### src/sv/hcp_pkg.sv
package hcp_pkg;

  localparam int unsigned LETTER_W = 5;
  localparam int unsigned PROD_W   = 10;
  localparam int unsigned SUM_W    = 11;
  localparam int unsigned IDX_W    = 2;

  localparam logic [LETTER_W-1:0] MODULUS = 5'd26;

  localparam logic                OP_ENCRYPT = 1'b0;
  localparam logic                OP_DECRYPT = 1'b1;
  localparam logic                STATUS_OK  = 1'b0;
  localparam logic                STATUS_BAD = 1'b1;

  localparam logic [IDX_W-1:0] REG_KEY_ROW0_COL0 = 2'd0;
  localparam logic [IDX_W-1:0] REG_KEY_ROW0_COL1 = 2'd1;
  localparam logic [IDX_W-1:0] REG_KEY_ROW1_COL0 = 2'd2;
  localparam logic [IDX_W-1:0] REG_KEY_ROW1_COL1 = 2'd3;

  typedef struct packed {
    logic                op;
    logic [LETTER_W-1:0] first_letter;
    logic [LETTER_W-1:0] second_letter;
  } in_item_t;

  typedef struct packed {
    logic [LETTER_W-1:0] out_first;
    logic [LETTER_W-1:0] out_second;
    logic                status;
  } out_item_t;

  typedef struct packed {
    logic [LETTER_W-1:0] k00;
    logic [LETTER_W-1:0] k01;
    logic [LETTER_W-1:0] k10;
    logic [LETTER_W-1:0] k11;
  } key_t;

  // Working matrix plus pair, handed from key derivation to the multiply.
  typedef struct packed {
    logic                bad;
    logic [LETTER_W-1:0] p0;
    logic [LETTER_W-1:0] p1;
    logic [LETTER_W-1:0] m00;
    logic [LETTER_W-1:0] m01;
    logic [LETTER_W-1:0] m10;
    logic [LETTER_W-1:0] m11;
  } mat_item_t;

  // Reduce a 5-bit value that may sit in 26..31.
  function automatic logic [LETTER_W-1:0] red26(input logic [LETTER_W-1:0] x);
    red26 = (x >= MODULUS) ? (x - MODULUS) : x;
  endfunction

  // x mod 26 for x < 2048: reciprocal multiply, then one subtract.
  function automatic logic [LETTER_W-1:0] mod26(input logic [SUM_W-1:0] x);
    logic [22:0]      prod;
    logic [6:0]       q;
    logic [SUM_W-1:0] qm;
    logic [SUM_W-1:0] diff;
    prod  = {12'd0, x} * 23'd2521;
    q     = prod[22:16];
    qm    = {4'd0, q} * 11'd26;
    diff  = x - qm;
    mod26 = diff[LETTER_W-1:0];
  endfunction

  // Inverse modulo 26; 0 where none exists.
  function automatic logic [LETTER_W-1:0] inv26(input logic [LETTER_W-1:0] x);
    case (x)
      5'd1:    inv26 = 5'd1;
      5'd3:    inv26 = 5'd9;
      5'd5:    inv26 = 5'd21;
      5'd7:    inv26 = 5'd15;
      5'd9:    inv26 = 5'd3;
      5'd11:   inv26 = 5'd19;
      5'd15:   inv26 = 5'd7;
      5'd17:   inv26 = 5'd23;
      5'd19:   inv26 = 5'd11;
      5'd21:   inv26 = 5'd5;
      5'd23:   inv26 = 5'd17;
      5'd25:   inv26 = 5'd25;
      default: inv26 = 5'd0;
    endcase
  endfunction

endpackage

### src/sv/hill_cipher_pair_transform.sv
// Channel  Direction  Handshake            Payload
// in       input      in_valid/in_ready    in_item   (op, first_letter, second_letter)
// out      output     out_valid/out_ready  out_item  (out_first, out_second, status)
// cfg      input      cfg_wr_en            cfg_index, cfg_data (key entries 0..3)
//
// One item per cycle unless out_ready stalls. The six register stages form the
// key-inverse and matrix-multiply pipeline (a mod-26 reduction in every second stage).
// Reset clears all stage valid bits and loads the identity key. Such a stall holds a full
// stage only if all later stages are full; empty stages still fill, so bubbles close up.
module hill_cipher_pair_transform (
  input  logic                         clk,
  input  logic                         rst,
  input  logic                         in_valid,
  output logic                         in_ready,
  input  hcp_pkg::in_item_t            in_item,
  output logic                         out_valid,
  input  logic                         out_ready,
  output hcp_pkg::out_item_t           out_item,
  input  logic                         cfg_wr_en,
  input  logic [hcp_pkg::IDX_W-1:0]    cfg_index,
  input  logic [hcp_pkg::LETTER_W-1:0] cfg_data
);
  import hcp_pkg::*;

  key_t      key;
  mat_item_t mat;
  logic      mat_valid;
  logic      mat_ready;

  hcp_key_regs u_key_regs (
    .clk       (clk),
    .rst       (rst),
    .cfg_wr_en (cfg_wr_en),
    .cfg_index (cfg_index),
    .cfg_data  (cfg_data),
    .key       (key)
  );

  hcp_inv_key u_inv_key (
    .clk       (clk),
    .rst       (rst),
    .in_valid  (in_valid),
    .in_ready  (in_ready),
    .in_item   (in_item),
    .key       (key),
    .out_valid (mat_valid),
    .out_ready (mat_ready),
    .out_mat   (mat)
  );

  hcp_mat_mul u_mat_mul (
    .clk       (clk),
    .rst       (rst),
    .in_valid  (mat_valid),
    .in_ready  (mat_ready),
    .in_mat    (mat),
    .out_valid (out_valid),
    .out_ready (out_ready),
    .out_item  (out_item)
  );

  a_bad_is_zero: assert property (@(posedge clk) disable iff (rst)
    (out_valid && out_item.status == STATUS_BAD) |->
      (out_item.out_first == 5'd0 && out_item.out_second == 5'd0))
    else $error("non-invertible result carries nonzero letters");

  a_letters_in_range: assert property (@(posedge clk) disable iff (rst)
    out_valid |-> (out_item.out_first < MODULUS && out_item.out_second < MODULUS))
    else $error("result letter outside 0..25");

  a_empty_takes_item: assert property (@(posedge clk) disable iff (rst)
    !out_valid |-> in_ready)
    else $error("pipeline refuses an item while its output is empty");

  a_reset_clears: assert property (@(posedge clk)
    rst |=> !out_valid)
    else $error("result valid right after reset");

endmodule

### src/sv/hcp_key_regs.sv
module hcp_key_regs (
  input  logic                        clk,
  input  logic                        rst,
  input  logic                        cfg_wr_en,
  input  logic [hcp_pkg::IDX_W-1:0]   cfg_index,
  input  logic [hcp_pkg::LETTER_W-1:0] cfg_data,
  output hcp_pkg::key_t               key
);
  import hcp_pkg::*;

  always_ff @(posedge clk) begin
    if (rst) begin
      key.k00 <= 5'd1;
      key.k01 <= 5'd0;
      key.k10 <= 5'd0;
      key.k11 <= 5'd1;
    end else if (cfg_wr_en) begin
      case (cfg_index)
        REG_KEY_ROW0_COL0: key.k00 <= cfg_data;
        REG_KEY_ROW0_COL1: key.k01 <= cfg_data;
        REG_KEY_ROW1_COL0: key.k10 <= cfg_data;
        REG_KEY_ROW1_COL1: key.k11 <= cfg_data;
        default: key <= key;
      endcase
    end
  end

endmodule

### src/sv/hcp_inv_key.sv
module hcp_inv_key (
  input  logic                 clk,
  input  logic                 rst,
  input  logic                 in_valid,
  output logic                 in_ready,
  input  hcp_pkg::in_item_t    in_item,
  input  hcp_pkg::key_t        key,
  output logic                 out_valid,
  input  logic                 out_ready,
  output hcp_pkg::mat_item_t   out_mat
);
  import hcp_pkg::*;

  logic [3:0] vld;
  logic [3:0] adv;

  // stage 1: reduced operands and determinant products
  logic                s1_op;
  logic [LETTER_W-1:0] s1_p0, s1_p1;
  key_t                s1_key;
  logic [PROD_W-1:0]   s1_ad, s1_bc;
  key_t                key_red;

  // stage 2: determinant
  logic                s2_op;
  logic [LETTER_W-1:0] s2_p0, s2_p1;
  key_t                s2_key;
  logic [LETTER_W-1:0] s2_det;
  logic [SUM_W-1:0]    det_raw;

  // stage 3: adjugate scaled by the determinant inverse, not yet reduced
  logic                s3_op, s3_bad;
  logic [LETTER_W-1:0] s3_p0, s3_p1;
  key_t                s3_key;
  logic [PROD_W-1:0]   s3_pa, s3_pb, s3_pc, s3_pd;
  logic [LETTER_W-1:0] det_inv, neg_b, neg_c;

  assign adv[3]   = !vld[3] || out_ready;
  assign adv[2]   = !vld[2] || adv[3];
  assign adv[1]   = !vld[1] || adv[2];
  assign adv[0]   = !vld[0] || adv[1];
  assign in_ready = adv[0];
  assign out_valid = vld[3];

  always_ff @(posedge clk) begin
    if (rst) begin
      vld <= '0;
    end else begin
      if (adv[0]) vld[0] <= in_valid;
      if (adv[1]) vld[1] <= vld[0];
      if (adv[2]) vld[2] <= vld[1];
      if (adv[3]) vld[3] <= vld[2];
    end
  end

  always_comb begin
    key_red.k00 = red26(key.k00);
    key_red.k01 = red26(key.k01);
    key_red.k10 = red26(key.k10);
    key_red.k11 = red26(key.k11);
  end

  always_ff @(posedge clk) begin
    if (adv[0]) begin
      s1_op  <= in_item.op;
      s1_p0  <= red26(in_item.first_letter);
      s1_p1  <= red26(in_item.second_letter);
      s1_key <= key_red;
      s1_ad  <= {5'd0, key_red.k00} * {5'd0, key_red.k11};
      s1_bc  <= {5'd0, key_red.k01} * {5'd0, key_red.k10};
    end
  end

  // ad - bc made non-negative by adding 26*26
  assign det_raw = {1'b0, s1_ad} + 11'd676 - {1'b0, s1_bc};

  always_ff @(posedge clk) begin
    if (adv[1]) begin
      s2_op  <= s1_op;
      s2_p0  <= s1_p0;
      s2_p1  <= s1_p1;
      s2_key <= s1_key;
      s2_det <= mod26(det_raw);
    end
  end

  assign det_inv = inv26(s2_det);
  assign neg_b   = (s2_key.k01 == 5'd0) ? 5'd0 : (MODULUS - s2_key.k01);
  assign neg_c   = (s2_key.k10 == 5'd0) ? 5'd0 : (MODULUS - s2_key.k10);

  always_ff @(posedge clk) begin
    if (adv[2]) begin
      s3_op  <= s2_op;
      s3_p0  <= s2_p0;
      s3_p1  <= s2_p1;
      s3_key <= s2_key;
      // even determinant or 13 has no inverse
      s3_bad <= (s2_op == OP_DECRYPT) && (!s2_det[0] || s2_det == 5'd13);
      s3_pa  <= {5'd0, s2_key.k11} * {5'd0, det_inv};
      s3_pb  <= {5'd0, neg_b} * {5'd0, det_inv};
      s3_pc  <= {5'd0, neg_c} * {5'd0, det_inv};
      s3_pd  <= {5'd0, s2_key.k00} * {5'd0, det_inv};
    end
  end

  always_ff @(posedge clk) begin
    if (adv[3]) begin
      out_mat.bad <= s3_bad;
      out_mat.p0  <= s3_p0;
      out_mat.p1  <= s3_p1;
      if (s3_op == OP_DECRYPT) begin
        out_mat.m00 <= mod26({1'b0, s3_pa});
        out_mat.m01 <= mod26({1'b0, s3_pb});
        out_mat.m10 <= mod26({1'b0, s3_pc});
        out_mat.m11 <= mod26({1'b0, s3_pd});
      end else begin
        out_mat.m00 <= s3_key.k00;
        out_mat.m01 <= s3_key.k01;
        out_mat.m10 <= s3_key.k10;
        out_mat.m11 <= s3_key.k11;
      end
    end
  end

endmodule

### src/sv/hcp_mat_mul.sv
module hcp_mat_mul (
  input  logic                 clk,
  input  logic                 rst,
  input  logic                 in_valid,
  output logic                 in_ready,
  input  hcp_pkg::mat_item_t   in_mat,
  output logic                 out_valid,
  input  logic                 out_ready,
  output hcp_pkg::out_item_t   out_item
);
  import hcp_pkg::*;

  logic [1:0] vld;
  logic [1:0] adv;

  logic             s1_bad;
  logic [SUM_W-1:0] s1_sum0, s1_sum1;

  assign adv[1]    = !vld[1] || out_ready;
  assign adv[0]    = !vld[0] || adv[1];
  assign in_ready  = adv[0];
  assign out_valid = vld[1];

  always_ff @(posedge clk) begin
    if (rst) begin
      vld <= '0;
    end else begin
      if (adv[0]) vld[0] <= in_valid;
      if (adv[1]) vld[1] <= vld[0];
    end
  end

  always_ff @(posedge clk) begin
    if (adv[0]) begin
      s1_bad  <= in_mat.bad;
      s1_sum0 <= {6'd0, in_mat.m00} * {6'd0, in_mat.p0}
               + {6'd0, in_mat.m01} * {6'd0, in_mat.p1};
      s1_sum1 <= {6'd0, in_mat.m10} * {6'd0, in_mat.p0}
               + {6'd0, in_mat.m11} * {6'd0, in_mat.p1};
    end
  end

  always_ff @(posedge clk) begin
    if (adv[1]) begin
      if (s1_bad) begin
        out_item.out_first  <= '0;
        out_item.out_second <= '0;
        out_item.status     <= STATUS_BAD;
      end else begin
        out_item.out_first  <= mod26(s1_sum0);
        out_item.out_second <= mod26(s1_sum1);
        out_item.status     <= STATUS_OK;
      end
    end
  end

endmodule
### config.mk
export PLATFORM = sky130hd
export DESIGN_NAME = hill_cipher_pair_transform
export DESIGN_NICKNAME = d
export VERILOG_FILES = /design/src/sv/hcp_pkg.sv /design/src/sv/hill_cipher_pair_transform.sv /design/src/sv/hcp_key_regs.sv /design/src/sv/hcp_inv_key.sv /design/src/sv/hcp_mat_mul.sv
export SDC_FILE = /design/constraint.sdc
export NUM_CORES = 2
export LEC_CHECK = 0
export BUFFER_PORTS_ARGS = -buffer_cell sky130_fd_sc_hd__buf_4
export CAP_MARGIN = 20
export CORE_ASPECT_RATIO = 1.5
export CORE_MARGIN = 4
export CORE_UTILIZATION = 65
export DETAILED_ROUTE_END_ITERATION = 6
export PLACE_DENSITY = 0.93
export SYNTH_ARGS = -nofsm -noshare
export SYNTH_HDL_FRONTEND = slang
export SYNTH_SLANG_ARGS = --single-unit
### constraint.sdc
create_clock -name clk -period 14.4 [get_ports clk]
set_clock_uncertainty 0.05 [all_clocks]
set_input_delay 4.32 -clock clk [delete_from_list [all_inputs] [get_ports clk]]
set_output_delay 4.32 -clock clk [all_outputs]
set_load 0.02 [all_outputs]
==> flow_metrics.py <==
metrics = {
    "timing": {
        "slew_viol_final": 0,
        "fmax_mhz": 98.35,
        "post-route-period-util_pct": 70.61,
        "final-hold-violation-count": 0,
        "min_period_ns": 10.17,
        "rsz0062_at_grt": "no",
        "finalSetupViolations": 0,
        "slew_headroom_pct": 24.45,
        "finalSetupTns_ns": 0,
        "worst_slew_pin_slew_ns": 1.131,
    },
    "detailed_routing": {
        "drt_pre_antenna_iters": 5,
        "routed_wl_mm": 66.94,
        "wl_per_cell_microns": 19.12,
        "route.detailed.drc": 0,
        "drt_iter0_markers": 1193,
        "ant_nets": 0,
        "via_per_inst": 5.963,
        "via_count": 20880,
    },
    "global_route": {
        "grt_max_degree": 73,
        "grt_pass1_wl_mm": 112.1,
        "grt_use_total_pct": 27.10,
        "grt_overflow": 0,
        "antenna_found_initial": 0,
        "grt_pass1_vias": 23970,
    },
    "clocking": {
        "cts_root_buf": "clkbuf_16",
        "cts.sinks": 255,
        "htreeDepth": 1,
        "clk_pin_slew_ns": 0.06,
        "cts_tree": "yes",
        "clk_path_buf_depth": 3,
        "numCtsBuffers": 28,
        "postCtsResizedCells": 0,
        "cts_setup_buffers": 0,
        "postCtsHoldBufs": 0,
        "clk_latency_ns": 0.56,
    },
    "synthesis": {
        "synth.distinct_cells": 79,
        "yosysTopAreaCell": "ha_1",
        "synth-seq-cells": 255,
        "synth_fp_nets": 3858,
        "synth_top_area_share_pct": 26.03,
        "yosysWarnings": 0,
        "synth_ff_type": "edfxtp_1",
        "synth_edf_count": 224,
        "syn_area_per_cell_sq_um": 10.89,
        "netlist_instances": 2839,
        "ys_async_sr_fraction_pct": 0,
        "synthTopCellsByArea": "ha_1 26%, fa_1 23%, edfxtp_1 22%, inv_1 7.5%, xnor2_1 3.3%",
        "syn_area_sq_um": 30910,
        "synth_seq_area_share_pct": 23.77,
    },
    "critical_path": {
        "r2r-end": "u_inv_key.det_inv[4]",
        "cp_cell_sequence": "buf_4 > and4b_1 > and3_1 > nand2_2 > buf_4",
        "crit_type": "input port to primary output",
        "r2r_slack_ns": 4.92,
        "path_depth": 5,
        "crit_slowest_cell": "and3_1",
        "crit_path_end_kind": "primary output",
        "arrival_ns": 5.80,
        "r2r_start": "u_inv_key.s1_bc[1]",
        "worstPathRequired_ns": 10.03,
        "slowest_delay_ns": 0.66,
        "cp_top_family": "simple AND/OR/NAND/NOR gates",
        "path_max_fanout": 18,
        "path_buf_inv": 2,
        "cp-start-kind": "input port",
        "worstRegToRegCells": 35,
        "crit_path_frequent_cell": "buf_4",
    },
    "cells_and_area": {
        "syn_to_final_growth_pct": 6.180,
        "final_cell_mix": "643 x ha_1, 617 x inv_1, 353 x fa_1",
        "final_util_pct": 70.07,
        "antenna_cells": 0,
        "drive_gt1_share_pct": 4.541,
        "mostFrequentLayoutCell": "ha_1",
        "fin_nets": 3904,
    },
    "place": {
        "io_buffers": 35,
        "globalplace.congestion": 0.8886,
        "hpwl_mm": 54.50,
    },
    "flow_run": {
        "cap_violations": 0,
    },
    "floorplan": {
        "fp.dieArea_sq_um": 51180,
        "die_y_microns": 275.1,
        "row_count": 97,
        "coreArea_sq_um": 46850,
        "start_util_pct": 65.99,
        "io_pins": 36,
        "die-width_microns": 186.1,
    },
    "min_path": {
        "hp-class": "flip-flop to flip-flop",
        "worstHoldStart": "u_inv_key.s1_p1[4]",
        "whs_path_depth": 0,
        "min_to": "u_inv_key.s2_p1[4]",
    },
    "outcome": {
        "status": "complete, no violations",
    },
}
==> how the worst max path moves through the flow <==
stage	start	to	slack [ns]
after floorplan	out_ready	in_ready	3.74
after global placement	out_ready	in_ready	4.30
after detailed placement	out_ready	in_ready	4.23
after CTS	out_ready	in_ready	4.22
after global routing	out_ready	in_ready	4.14
final	out_ready	in_ready	4.23
==> synthesized netlist by cell type (all sizes together) (7+ instances only) <==
cell    instances
ha            643
inv           617
fa            353
edfxtp        224
and2          137
nand2         128
xnor2         117
a21oi         114
nor2          103
o21ai          45
a21o           33
o21bai         32
dfxtp          31
mux2i          27
xor2           27
clkbuf         23
nor2b          18
o31ai          15
mux2           13
o21a           12
nand3          11
nor3            8
or2             8
a211oi          7
a21boi          7
==> cells by family after synthesis <==
family / synth area share [%]
AOI/OAI and AO/OA: 6.642
DFF: 23.77
buffers and inverters: 7.811
xor gates and xnor gates: 4.367
and+or+nand+nor: 7.180
adders and majority gates: 48.88
muxes: 1.348
==> area by class of cell <==
type | instances | area (sq um)
Clock buffer | 37 | 779.5
Clock inverter | 15 | 170.2
Fill cell | 2932 | 14020
Inverter | 618 | 2320
Multi-Input combinational cell | 1941 | 21160
Sequential cell | 255 | 7347
Tap cell | 594 | 743.2
Timing Repair Buffer | 41 | 307.8
==> per-stage QoR <==
step / instances / hold WS [ns] / cell area, sq um / worst slack, ns
after floorplan: 2839 / 0.3503 / 30910 / 3.742
after global placement: 3449 / 0.3519 / 31870 / 4.301
after detailed placement: 3449 / 0.3562 / 31870 / 4.234
after CTS: 3501 / 0.3667 / 32820 / 4.222
after global routing: 3501 / 0.3701 / 32820 / 4.140
final: 3501 / 0.3633 / 32820 / 4.232
==> registers in the layout, summed over array words and instances, names as in the netlist, 11 cells and up <==
| signal | cells |
|---|---|
| u_inv_key.s3_key | 20 |
| u_inv_key.out_mat | 31 |
| u_inv_key.s2_key | 20 |
| u_mat_mul.s1_sum0 | 11 |
| u_key_regs.key | 20 |
| u_mat_mul.out_item | 11 |
| u_mat_mul.s1_sum1 | 11 |
| u_inv_key.s1_key | 20 |
==> metal layers <==
layer  wire length (microns)  vias to the layer above  global-route usage, %
li1                        -                     9416                      -
met2                   37390                      798                  52.80
met1                   22300                    10320                  27.24
met4                    4404                        0                  15.23
met3                    2846                      338                  3.122
met5                       0                        -                      0
Power is left out: the tool's default activity adds up to more than one toggle a clock period on the data nets, which glitch-free logic cannot reach.
